--- config.mk ---
export PLATFORM = sky130hd
export DESIGN_NAME = eas_ram
export DESIGN_NICKNAME = d
export VERILOG_FILES = /design/src/design/eas_ram.sv
export SDC_FILE = /design/constraint.sdc
export NUM_CORES = 1
export LEC_CHECK = 0
export ABC_AREA = 1
export BUFFER_PORTS_ARGS = -buffer_cell sky130_fd_sc_hd__buf_4
export CORE_ASPECT_RATIO = 1.2
export CORE_MARGIN = 2
export CORE_UTILIZATION = 30
export CTS_BUF_LIST = sky130_fd_sc_hd__clkbuf_16
export CTS_CLUSTER_DIAMETER = 30
export DETAILED_ROUTE_END_ITERATION = 6
export PLACE_DENSITY = 0.55
export SYNTH_ARGS = -nofsm -noshare
export SYNTH_HDL_FRONTEND = slang
export SYNTH_SLANG_ARGS = --single-unit
export TNS_END_PERCENT = 100
--- constraint.sdc ---
create_clock -name clk -period 1.4 [get_ports clk]
set_clock_uncertainty 0.1 [all_clocks]
set_input_delay 0.07 -clock clk [delete_from_list [all_inputs] [get_ports clk]]
set_output_delay 0.07 -clock clk [all_outputs]
set_load 0.03 [all_outputs]
--- src/design/eas_ram.sv ---
// Generic single-write, single-read RAM with registered read data.
`default_nettype none
module eas_ram #(
	parameter int WIDTH = 8,
	parameter int DEPTH = 16
) (
	input  wire logic                                   clk,
	input  wire logic                                   we,
	input  wire logic [((DEPTH > 1) ? $clog2(DEPTH) : 1)-1:0] waddr,
	input  wire logic [WIDTH-1:0]                       wdata,
	input  wire logic                                   re,
	input  wire logic [((DEPTH > 1) ? $clog2(DEPTH) : 1)-1:0] raddr,
	output logic      [WIDTH-1:0]                       rdata
);

	logic [WIDTH-1:0] mem [DEPTH];

	always_ff @(posedge clk) begin
		if (we) begin
			mem[waddr] <= wdata;
		end
		if (re) begin
			rdata <= mem[raddr];
		end
	end

endmodule
`default_nettype wire

==> flow_metrics.env <==
export IMPL_dp_slack_ns=-0.0720
export IMPL_synth_net_count=570
export IMPL_grt_pass1_wl_um=21400
export IMPL_synth_top_area_share_pct=69.8
export IMPL_clk_path_buf_depth=2
export IMPL_clockRootBuffer="clkbuf_16"
export IMPL_final_routed_drc_violation_total=0
export IMPL_initial_utilization_pct=30.8
export IMPL_numClockSinks=136
export IMPL_whs_path_cells=5
export IMPL_power_switching_fraction_pct=22.1
export IMPL_clock_power_share_pct=45.9
export IMPL_setup_worst_path_class="register to register"
export IMPL_die_height_um=157
export IMPL_pre_antenna_drt_iters=7
export IMPL_setup_violations=0
export IMPL_portBuffers=26
export IMPL_tritoncts_clock_tree="done"
export IMPL_timing_critical_path_buf_inv=1
export IMPL_critical_path_rt_ns=1.46
export IMPL_comb_power_share_pct=6.9
export IMPL_slew_limit_headroom_pct=55.7
export IMPL_timing_final_max_slew_violations=0
export IMPL_final_common_cell="nand2_1"
export IMPL_clkSlewWorstSetupHoldPaths_ns=0.06
export IMPL_die_width_um=131
export IMPL_area_growth_pct=22.8
export IMPL_worstPathMaxFanout=1
export IMPL_crit_path_cell_count=6
export IMPL_yosysWarnings=0
export IMPL_setup_worst_path_end_class="register"
export IMPL_fp_row_count=55
export IMPL_tritoncts_num_buffers=17
export IMPL_outcome="finished, final reports clean"
export IMPL_number_of_violations_reported_at_the_end_of_detailed_routing_iteration_0=245
export IMPL_wl_per_cell_um=15.6
export IMPL_clock_fmax_mhz=798
export IMPL_ioPinCount=27
export IMPL_period_minus_slack_ns=1.25
export IMPL_postSynthAreaPerCell_um2=10.6
export IMPL_worst_r2r_cell_count=6
export IMPL_totalWireLength_um=13700
export IMPL_grt_setup_unrepaired="false"
export IMPL_antenna_found_initial=0
export IMPL_ys_ff_latch=136
export IMPL_via_count=3903
export IMPL_yosysUniqueCellTypes=11
export IMPL_core_um2=19000
export IMPL_timing_critical_path_cells="inv_1 > nand2_1 > nand3_1 > nand3_1 > nand3_1 > nand2_1"
export IMPL_h_tree_depth=4
export IMPL_cellLeakagePower_uw=0.00304
export IMPL_vias_per_cell=4.45
export IMPL_drive_gt1_share_pct=13.5
export IMPL_gp_routability_congestion=0.853
export IMPL_whs_ns=0.0601
export IMPL_hold_path_class="primary input to register"
export IMPL_max_cap_viol_count=0
export IMPL_most_repeated_library_cell_on_the_critical_path="nand3_1"
export IMPL_grt_start_max_net_pins=33
export IMPL_postCtsSetupBuffers=0
export IMPL_power_switching_uw=2160
export IMPL_final_net_count=627
export IMPL_setup_slack_ns=0.147
export IMPL_power_per_cell_area_nw_per_um2=1360
export IMPL_global_route_usage_total_pct=13.8
export IMPL_report_final_hold_viol_count=0
export IMPL_netlist_area_um2=5850
export IMPL_fin_crit_sh_pct=89.5
export IMPL_worst_slew_pin_transition_ns=0.663
export IMPL_post_dp_hpwl_um=8790
export IMPL_timing_critical_path_slowest_cell_delay_ns=0.35
export IMPL_yosys_area_top_type="edfxtp_1"
export IMPL_irDropWorstVdd_uv=611
export IMPL_insertion_delay_ns=0.41
export IMPL_post_cts_resize_count=0
export IMPL_syn_instance_count=551
export IMPL_first_global_vias=3851
export IMPL_drtAntennaViolNets=0
export IMPL_globalRoute_totalOverflow=0
export IMPL_die_outline_area_um2=20600
export IMPL_final_cell_mix="nand2_1 (173), edfxtp_1 (136), inv_1 (101)"
export IMPL_cellInternalPower_uw=7620
export IMPL_critical_path_slowest_cell="edfxtp_1"
export IMPL_crit_family="simple AND/OR/NAND/NOR gates"
export IMPL_cp_arrival_ns=1.31
export IMPL_antennaDiodeCount=0
export IMPL_yosys_top_cells_area="edfxtp_1 (70%), nand2_1 (11%), nand3_1 (8.3%), inv_1 (6.4%), buf_6 (1.2%)"
export IMPL_power_frac_seq_pct=47.2
export IMPL_ys_seq_area_share_pct=69.8
export IMPL_critPathLaunchType="register"
per-stage QoR:
step	area, um^2	setup TNS, ns	cells	power, uW	util (%)
2_1_floorplan	5850	0	551	5050	-
3_3_place_gp	6480	-0.164	835	5360	34.1
3_5_place_dp	6480	-0.276	835	5370	34.1
4_1_cts	7180	0	877	9860	37.8
5_1_grt	7180	0	877	10100	37.8
6_report	7180	0	877	9780	37.8
logic make-up (layout without fill, tap and decap cells):
kind of cell | Yosys count | count (layout) | share of synthesized area (%)
buffers and inverters | 126 | 196 | 9.39
AND/OR/NAND/NOR | 289 | 289 | 20.8
flip-flops | 136 | 136 | 69.8
worst reg2reg max path, cell delays in order, from the launching register on:
cell	delay, ns
edfxtp_1	0.35
inv_1	0.07
nand2_1	0.05
nand3_1	0.09
nand3_1	0.14
nand3_1	0.14
nand2_1	0.06
sequential cells by signal, indices dropped and copies added, names as in the netlist:
register and flops:
mem 128, rdata 8
cells in the mapped netlist:
library cell  instances
inv_1               100
buf_6                 6
nor2_1               17
buf_4                 4
buf_1                 1
nand3_1              97
inv_2                 2
nand2_1             173
edfxtp_1            136
buf_2                13
nand3b_1              2
area by class of cell:
class	instances	area [um^2]
Sequential cell	136	4080
Clock buffer	17	425
Clock inverter	15	178
Fill cell	1914	11800
Multi-Input combinational cell	289	1210
Inverter	102	383
Tap cell	256	320
Timing Repair Buffer	62	578
layer usage:
metal  up-vias  track usage (%)  wire [um]
met5         -                0          0
met2       106             25.3       7200
met1      1883             16.4       5730
met3        17             2.35        585
met4         0             4.87        192
li1       1897                -          -
power by group through the flow:
stage / combinational (uW) / sequential, uW / clock (uW)
finish: 675 / 4620 / 4490
global route: 747 / 4620 / 4730
floorplan: 322 / 4730 / 0
CTS: 688 / 4620 / 4560
global placement: 655 / 4700 / 0
detailed placement: 664 / 4700 / 0
path summary, 6_finish.rpt:
kind,startpoint,slack (ns),end
setup / recovery,mem[4][5],0.15,rdata[5]
hold / removal,raddr[2],0.06,rdata[0]
setup reg to reg,mem[4][5],0.15,rdata[5]
hold reg to reg,mem[12][1],0.65,rdata[1]
repair_timing:
action,4_1_cts,5_1_grt
hold endpoints to repair,142,0
hold buffers,10,0
endpoints found under the setup margin,0,0
No activity file was read; power rests on OpenSTA's default activity.
